[src/design/captg_pkg.sv]
// Package with shared types and constants of the Clifford attractor point generator.
package captg_pkg;

	// Register indexes of the configuration port.
	typedef enum logic [2:0] {
		REG_COEF_A      = 3'd0,
		REG_COEF_B      = 3'd1,
		REG_COEF_C      = 3'd2,
		REG_COEF_D      = 3'd3,
		REG_START_X     = 3'd4,
		REG_START_Y     = 3'd5,
		REG_POINT_COUNT = 3'd6
	} reg_idx_t;

	// Main sequencer states.
	typedef enum logic [3:0] {
		ST_IDLE,
		ST_SC_START,
		ST_SC_WAIT,
		ST_MUL_SIN,
		ST_MUL_COS,
		ST_SUM,
		ST_DELTA,
		ST_SQ_START,
		ST_SQ_WAIT,
		ST_OUT
	} state_t;

	// Sine/cosine unit states.
	typedef enum logic [2:0] {
		SC_IDLE,
		SC_REDUCE1,
		SC_REDUCE2,
		SC_ROTATE,
		SC_FOLD
	} sc_state_t;

	localparam logic [31:0] TWO_OVER_PI_Q30 = 32'd683565276;
	localparam logic [31:0] PI_HALF_Q30     = 32'd1686629713;
	localparam logic signed [33:0] CORDIC_GAIN_INV = 34'sd652032874;
	localparam logic [18:0] MAX_RUN = 19'd262144;

	// Arctangent table in Q30 radians.
	function automatic logic signed [33:0] atan_q30(input logic [4:0] i);
		case (i)
			5'd0:  atan_q30 = 34'sd843314857;
			5'd1:  atan_q30 = 34'sd497837829;
			5'd2:  atan_q30 = 34'sd263043837;
			5'd3:  atan_q30 = 34'sd133525159;
			5'd4:  atan_q30 = 34'sd67021687;
			5'd5:  atan_q30 = 34'sd33543516;
			5'd6:  atan_q30 = 34'sd16775851;
			5'd7:  atan_q30 = 34'sd8388437;
			5'd8:  atan_q30 = 34'sd4194283;
			5'd9:  atan_q30 = 34'sd2097149;
			5'd10: atan_q30 = 34'sd1048576;
			5'd11: atan_q30 = 34'sd524288;
			5'd12: atan_q30 = 34'sd262144;
			5'd13: atan_q30 = 34'sd131072;
			5'd14: atan_q30 = 34'sd65536;
			5'd15: atan_q30 = 34'sd32768;
			5'd16: atan_q30 = 34'sd16384;
			5'd17: atan_q30 = 34'sd8192;
			5'd18: atan_q30 = 34'sd4096;
			5'd19: atan_q30 = 34'sd2048;
			5'd20: atan_q30 = 34'sd1024;
			5'd21: atan_q30 = 34'sd512;
			5'd22: atan_q30 = 34'sd256;
			5'd23: atan_q30 = 34'sd128;
			default: atan_q30 = 34'sd0;
		endcase
	endfunction

endpackage

[src/design/captg_isqrt.sv]
// Iterative rounded integer square root, one result bit per cycle.
module captg_isqrt (
	input  logic        clk,
	input  logic        arst_n,
	input  logic        start,
	input  logic [32:0] radicand,
	output logic        done,
	output logic [16:0] root
);
	import captg_pkg::*;

	logic        busy_q;
	logic [32:0] n_q, s_q;
	logic [33:0] r_q, bit_q;
	logic [33:0] trial;
	logic [33:0] rem;

	always_comb begin
		trial = r_q + bit_q;
		rem = 34'(s_q) - r_q * r_q;
	end

	// Digit-by-digit root, then round to nearest.
	always_ff @(posedge clk or negedge arst_n) begin
		if (!arst_n) begin
			busy_q <= 1'b0;
			done   <= 1'b0;
		end else begin
			done <= 1'b0;
			if (start) begin
				busy_q <= 1'b1;
				n_q    <= radicand;
				s_q    <= radicand;
				r_q    <= '0;
				bit_q  <= 34'd1 << 32;
			end else if (busy_q) begin
				if (bit_q == 0) begin
					root   <= 17'(r_q) + 17'(rem > r_q);
					done   <= 1'b1;
					busy_q <= 1'b0;
				end else begin
					if (34'(n_q) >= trial) begin
						n_q <= 33'(34'(n_q) - trial);
						r_q <= (r_q >> 1) + bit_q;
					end else begin
						r_q <= r_q >> 1;
					end
					bit_q <= bit_q >> 2;
				end
			end
		end
	end

	assert property (@(posedge clk) disable iff (!arst_n) done |-> !busy_q)
		else $error("isqrt done while busy");
	assert property (@(posedge clk) disable iff (!arst_n) start |=> busy_q)
		else $error("isqrt did not start");
	assert property (@(posedge clk) disable iff (!arst_n) $onehot0(bit_q) || !busy_q)
		else $error("isqrt bit not one-hot");
endmodule

[config.mk]
export PLATFORM = sky130hd
export DESIGN_NAME = captg_isqrt
export DESIGN_NICKNAME = d
export VERILOG_FILES = /design/src/design/captg_pkg.sv /design/src/design/captg_isqrt.sv
export SDC_FILE = /design/constraint.sdc
export NUM_CORES = 2
export LEC_CHECK = 0
export ABC_AREA = 1
export BUFFER_PORTS_ARGS = -buffer_cell sky130_fd_sc_hd__buf_2
export CAP_MARGIN = 15
export CORE_MARGIN = 2
export CORE_UTILIZATION = 64
export CTS_CLUSTER_DIAMETER = 60
export DETAILED_ROUTE_END_ITERATION = 16
export PLACE_DENSITY = 0.79
export SKIP_CTS_REPAIR_TIMING = 1
export SLEW_MARGIN = 20
export SYNTH_ARGS = -nofsm -noshare
export SYNTH_HDL_FRONTEND = slang
export SYNTH_SLANG_ARGS = --single-unit
[constraint.sdc]
create_clock -name clk -period 15.9 [get_ports clk]
set_input_delay 0.795 -clock clk [delete_from_list [all_inputs] [get_ports clk]]
set_output_delay 0.795 -clock clk [all_outputs]
set_load 0.02 [all_outputs]
; Word level (Yosys, flattened, before mapping)
; Index checks and enable logic that the tools add are counted.
[classes]
n_mul = 1
n_addsub = 5
n_mux = 15
reduce_logical = 6
eq_ne = 1
bitwise_logic = 1
n_lt_le_gt_ge = 2
[ops]
columns = op, count
row1 = $mux W34, 5
row2 = $mux W33, 4
row3 = $add A33 B34 Y34, 1
row4 = $add A34 B34 Y34, 1
row5 = $ge A33 B34 Y1, 1
row6 = $gt A34 B34 Y1, 1
row7 = $logic_not A34 Y1, 1
row8 = $mul A34 B34 Y34, 1
row9 = $sub A33 B34 Y34, 1
row10 = $sub A33 B33 Y33, 1
row11 = $add A17 B1 Y17, 1
row12 = $reduce_and A4 Y1, 2
row13 = $mux W1, 6
row14 = $reduce_bool A2 Y1, 2
row15 = $ne A2 B2 Y1 const B, 1
row16 = $reduce_and A2 Y1, 1
row17 = $not A1 Y1, 1
[word_totals]
register_bits = 153
input_bits = 36
output_inout_bits = 18

; Logic depth before layout (Yosys ltp)
[depth]
word_depth = 6
mapped_depth = 51
mapped_depth_nobuf = 48

; Worst setup path after synthesis
; Ideal clock, no wire load.
[synth_path]
path_type = register to register
from = register r_q[13]
to = register root[15], data pin
arrival_time_ns = 8.863
t_required_ns = 15.641
setup_ns = 0.259
period_less_slack_ns = 9.121
path_slack_ns = 6.779
stages_incl_launch_ff = 44
path_cell_list = edfxtp_1 -> clkbuf_1 -> clkbuf_1 -> buf_1 -> nand2_1 -> fa_1 -> fa_1 -> fa_1 -> inv_1 -> fa_1 -> fa_1 -> inv_1 -> fa_1 -> fa_1 -> inv_1 -> fa_1 -> inv_1 -> ha_1 -> [8 not listed] -> ha_1 -> nand2_1 -> nor2_1 -> nand2_1 -> nor3_1 -> o2111ai_1 -> nand3_1 -> o41ai_1 -> inv_1 -> ha_1 -> nand3_1 -> nor3_1 -> inv_1 -> nor3_2 -> inv_1 -> nor2_1 -> nand3_1 -> xor2_1
[synth_via]
elab_chain_len = 4
[synth_lines]
columns = item, line_no
row1 = start: declaration, captg_isqrt.sv:14  ; logic [33:0] r_q, bit_q;
row2 = start signal: assignment, captg_isqrt.sv:44  ; r_q <= (r_q >> 1) + bit_q;
row3 = start signal: assignment, captg_isqrt.sv:46  ; r_q <= r_q >> 1;
row4 = $mul A34 B34 Y34, captg_isqrt.sv:20  ; rem = 34'(s_q) - r_q * r_q;
row5 = $sub A33 B34 Y34, captg_isqrt.sv:20
row6 = $gt A34 B34 Y1, captg_isqrt.sv:38  ; root <= 17'(r_q) + 17'(rem > r_q);
row7 = $add A17 B1 Y17 *, captg_isqrt.sv:38
row8 = end signal: assignment, captg_isqrt.sv:38
row9 = end: declaration, captg_isqrt.sv:8  ; output logic [16:0] root
; Mark *: on every way between the ends. The rest lies on a longest branch, timed or not.
; A chain may end at the register's enable or synchronous reset.

; Worst setup path in the final report
[layout_path]
from = register r_q[3]
to = register root[15], data pin
; The elaborated chain is that of the path after synthesis.

==> report_table.html <==
<table>
<tr><th>Metric</th><th>Value</th></tr>
<tr><th colspan="2">Status</th></tr>
<tr><td>Status</td><td>completed</td></tr>
<tr><th colspan="2">Drt</th></tr>
<tr><td>Routed Antenna Nets</td><td>0</td></tr>
<tr><td>Starting DRC count in detailed routing</td><td>2144</td></tr>
<tr><td>Routed length per placed instance</td><td>19.1 um</td></tr>
<tr><td>Routed via count</td><td>25500</td></tr>
<tr><td>Number of DRC violations after detailed routing</td><td>0</td></tr>
<tr><td>Total detailed-routing wirelength</td><td>86800 um</td></tr>
<tr><td>Detail-routed via count per cell</td><td>5.60</td></tr>
<tr><td>Number of detailed-routing iterations run before antenna repair</td><td>8</td></tr>
<tr><th colspan="2">Synthesis</th></tr>
<tr><td>Share of synthesized area occupied by flip-flops and latches</td><td>14.8%</td></tr>
<tr><td>Fraction of the mapped netlist area in compound gates</td><td>7.20%</td></tr>
<tr><td>Fraction of the mapped netlist area in adder cells</td><td>42.8%</td></tr>
<tr><td>Post-synthesis instance total</td><td>3920</td></tr>
<tr><td>Most used DFF post-synth</td><td>sky130_fd_sc_hd__edfxtp_1</td></tr>
<tr><td>Library cells used by synthesis</td><td>50</td></tr>
<tr><td>Synth Area in Simple Gates</td><td>18.1%</td></tr>
<tr><td>XOR/XNOR share of the synthesized area</td><td>3.41%</td></tr>
<tr><td>Post-synthesis mux area share</td><td>0.0362%</td></tr>
<tr><td>Mapped Nets</td><td>4738</td></tr>
<tr><td>Cell area after synthesis</td><td>0.0311 mm2</td></tr>
<tr><td>Largest family of logic cells by synthesized area</td><td>adder cells</td></tr>
<tr><td>Avg Inst Size Synth</td><td>7.93 um2</td></tr>
<tr><td>Number of warning messages in the yosys log</td><td>0</td></tr>
<tr><td>Post-synth EDFFs</td><td>151</td></tr>
<tr><td>Post-synthesis sequential element count</td><td>153</td></tr>
<tr><td>Fraction of registers with async set or reset after synthesis</td><td>1.31%</td></tr>
<tr><th colspan="2">CTS</th></tr>
<tr><td>Clk root buf</td><td>sky130_fd_sc_hd__clkbuf_16</td></tr>
<tr><td>Maximum count of clock buffers along a single path</td><td>2</td></tr>
<tr><td>Number of buffers created by CTS</td><td>17</td></tr>
<tr><td>Sinks on Clock Net</td><td>153</td></tr>
<tr><td>Insertion delay to the later sink of the worst-skew pair</td><td>0.45 ns</td></tr>
<tr><td>H-Tree Depth</td><td>4</td></tr>
<tr><td>CTS tree</td><td>done</td></tr>
<tr><td>Clock transition at path regs</td><td>0.07 ns</td></tr>
<tr><th colspan="2">Setup path</th></tr>
<tr><td>CP Data Required Time</td><td>16.10 ns</td></tr>
<tr><td>Crit path arrival time</td><td>10.57 ns</td></tr>
<tr><td>Critical path origin</td><td>r_q[3]</td></tr>
<tr><td>Slowest stage cell on the critical path</td><td>sky130_fd_sc_hd__edfxtp_1</td></tr>
<tr><td>Worst setup path category</td><td>flip-flop to flip-flop</td></tr>
<tr><td>Worst reg2reg path startpoint</td><td>r_q[3]</td></tr>
<tr><td>Startpoint types</td><td>flip-flop</td></tr>
<tr><td>Critical Path Max Stage Delay</td><td>0.77 ns</td></tr>
<tr><td>Largest fanout on the critical path</td><td>23</td></tr>
<tr><td>Nature of the critical path endpoint</td><td>flip-flop</td></tr>
<tr><td>Most frequent cell on the critical path</td><td>sky130_fd_sc_hd__inv_1</td></tr>
<tr><th colspan="2">Floorplan</th></tr>
<tr><td>Row count</td><td>80</td></tr>
<tr><td>Die Ht</td><td>224 um</td></tr>
<tr><td>DIE AREA</td><td>0.0503 mm2</td></tr>
<tr><td>Starting density of the core</td><td>64.9%</td></tr>
<tr><td>Number of primary I/O pins</td><td>54</td></tr>
<tr><td>Core ar.</td><td>0.0478 mm2</td></tr>
<tr><td>Width of the die</td><td>224 um</td></tr>
<tr><th colspan="2">Placed design</th></tr>
<tr><td>DP HPWL</td><td>70500 um</td></tr>
<tr><td>Port Buffer Count</td><td>53</td></tr>
<tr><td>Cell Count Post-Placement</td><td>4521</td></tr>
<tr><td>Final weighted congestion of routability-driven global placement</td><td>0.978</td></tr>
<tr><td>Worst-case setup slack after placement</td><td>5.63 ns</td></tr>
<tr><th colspan="2">Final layout</th></tr>
<tr><td>Filler Cell Count</td><td>4113</td></tr>
<tr><td>Total Nets Final</td><td>4744</td></tr>
<tr><td>Leading cell types in the layout, fill and taps excluded</td><td>sky130_fd_sc_hd__inv_1, sky130_fd_sc_hd__nand2_1, sky130_fd_sc_hd__fa_1</td></tr>
<tr><td>Most frequent standard cell in the layout excluding fill and tap cells</td><td>sky130_fd_sc_hd__inv_1</td></tr>
<tr><td>Count of placed standard cells in the final layout, fillers left out</td><td>4555</td></tr>
<tr><td>Core Util, Final</td><td>67.9%</td></tr>
<tr><td>Growth of design area from synthesis to finish</td><td>4.60%</td></tr>
<tr><td>Fraction of final layout cells with drive strength greater than 1</td><td>3.99%</td></tr>
<tr><th colspan="2">STA</th></tr>
<tr><td>Pin slew with the least headroom to its limit</td><td>1.00 ns</td></tr>
<tr><td>Final clock skew</td><td>0.0162 ns</td></tr>
<tr><td>RSZ-0062 raised after global routing</td><td>no</td></tr>
<tr><td>Worst-case headroom to the max-slew limit</td><td>33.2%</td></tr>
<tr><td>Final Max Slew Viols</td><td>0</td></tr>
<tr><td>Share of the cycle needed by the critical path after routing</td><td>65.2%</td></tr>
<tr><td>Fmax</td><td>0.0964 GHz</td></tr>
<tr><td># setup viols final</td><td>0</td></tr>
<tr><td>Minimum clock period after layout</td><td>10.37 ns</td></tr>
<tr><td>Hold violation count in the final report</td><td>0</td></tr>
<tr><td>Final setup margin</td><td>5.53 ns</td></tr>
<tr><td>Post-route setup TNS</td><td>0 ns</td></tr>
<tr><th colspan="2">Job</th></tr>
<tr><td>Number of maximum-capacitance violations</td><td>0</td></tr>
<tr><th colspan="2">Global routing</th></tr>
<tr><td>Number of antenna violations at the first check in global routing</td><td>3</td></tr>
<tr><td>Vias in the first global route</td><td>26500</td></tr>
<tr><td>Wire length of the first global-routing pass</td><td>140000 um</td></tr>
<tr><td>Largest net degree at the start of global routing</td><td>73</td></tr>
<tr><td>Global routing usage summed across all routing layers</td><td>36.3%</td></tr>
<tr><td>Overflow after GRT</td><td>0</td></tr>
<tr><th colspan="2">Hold path</th></tr>
<tr><td>Hold Crit Class</td><td>primary input to asynchronous set/reset pin</td></tr>
</table>
==> layout make-up <==
cell class	instances	area (um2)	share of cell area, %
clock buffer	19	433	1.33
multi-input combinational	2654	22200	68.4
antenna	1	2.50	0.00770
timing repair buffer	84	505	1.56
inverter	1016	3810	11.7
tap	615	769	2.37
clock inverter	13	145	0.447
sequential	153	4580	14.1
==> state kept, by name, indices dropped and copies added (netlist names) <==
| signal | count |
|---|---|
| busy_q | 1 |
| root | 17 |
| n_q | 33 |
| s_q | 33 |
| done | 1 |
| bit_q | 34 |
| r_q | 34 |
==> synth_stat cells (7+ instances only) <==
cell type,n,area [um2]
sky130_fd_sc_hd__a21o_1,31,233
sky130_fd_sc_hd__a21oi_1,156,781
sky130_fd_sc_hd__a31oi_1,12,75.1
sky130_fd_sc_hd__buf_1,24,90.1
sky130_fd_sc_hd__buf_2,23,115
sky130_fd_sc_hd__clkbuf_1,41,154
sky130_fd_sc_hd__edfxtp_1,151,4530
sky130_fd_sc_hd__fa_1,468,9370
sky130_fd_sc_hd__ha_1,314,3930
sky130_fd_sc_hd__inv_1,1012,3800
sky130_fd_sc_hd__nand2_1,898,3370
sky130_fd_sc_hd__nand3_1,186,931
sky130_fd_sc_hd__nand3b_1,11,82.6
sky130_fd_sc_hd__nand4_1,30,188
sky130_fd_sc_hd__nor2_1,155,582
sky130_fd_sc_hd__nor3_1,31,155
sky130_fd_sc_hd__nor4_1,10,62.6
sky130_fd_sc_hd__o211ai_1,7,52.6
sky130_fd_sc_hd__o21ai_0,96,480
sky130_fd_sc_hd__o21ai_1,19,95.1
sky130_fd_sc_hd__o21bai_1,19,143
sky130_fd_sc_hd__o22ai_1,31,194
sky130_fd_sc_hd__or2_2,18,113
sky130_fd_sc_hd__xnor2_1,44,385
sky130_fd_sc_hd__xor2_1,77,674
==> path summary, 6_finish.rpt <==
kind	to	slack, ns	cells past startpoint
setup / recovery	root[15]	5.53	45
hold / removal	done	0.14	1
setup reg to reg	root[15]	5.53	45
hold reg to reg	bit_q[31]	0.67	2
max in group asynchronous	busy_q	14.62	2
min in group clk	s_q[20]	0.54	1
==> logic make-up after synthesis <==
| group | count (synthesis) |
|---|---|
| buffers and inverters | 1113 |
| muxes | 1 |
| AOI/OAI and AO/OA | 393 |
| adders and majority gates | 782 |
| and+or+nand+nor | 1357 |
| DFF | 153 |
| xor gates and xnor gates | 121 |
==> through the flow <==
step,hold WS [ns],cell area (um2)
after floorplan,0.499,31100
after detailed placement,0.607,31900
after global routing,0.128,32500
after global placement,0.607,31900
after CTS,0.142,32500
final,0.139,32500
==> worst max-delay path: cells and delay by family, from the launching register on <==
| kind | cells | cell delay, ns |
|---|---|---|
| compound gates | 3 | 0.38 |
| buf+inv | 11 | 1.32 |
| xor+xnor | 2 | 0.31 |
| fa+ha+maj | 11 | 4.50 |
| flops | 1 | 0.77 |
| simple gates | 18 | 2.84 |
==> per-layer routing <==
metal	vias up	track usage, %	wire length (um)
li1	12000	-	-
met1	12200	47.6	34000
met2	1079	59.6	40500
met3	220	6.52	8090
met4	4	15.3	4180
met5	-	0	25
Power is left out: the tool's default activity adds up to more than one toggle a clock period on the data nets, which glitch-free logic cannot reach.
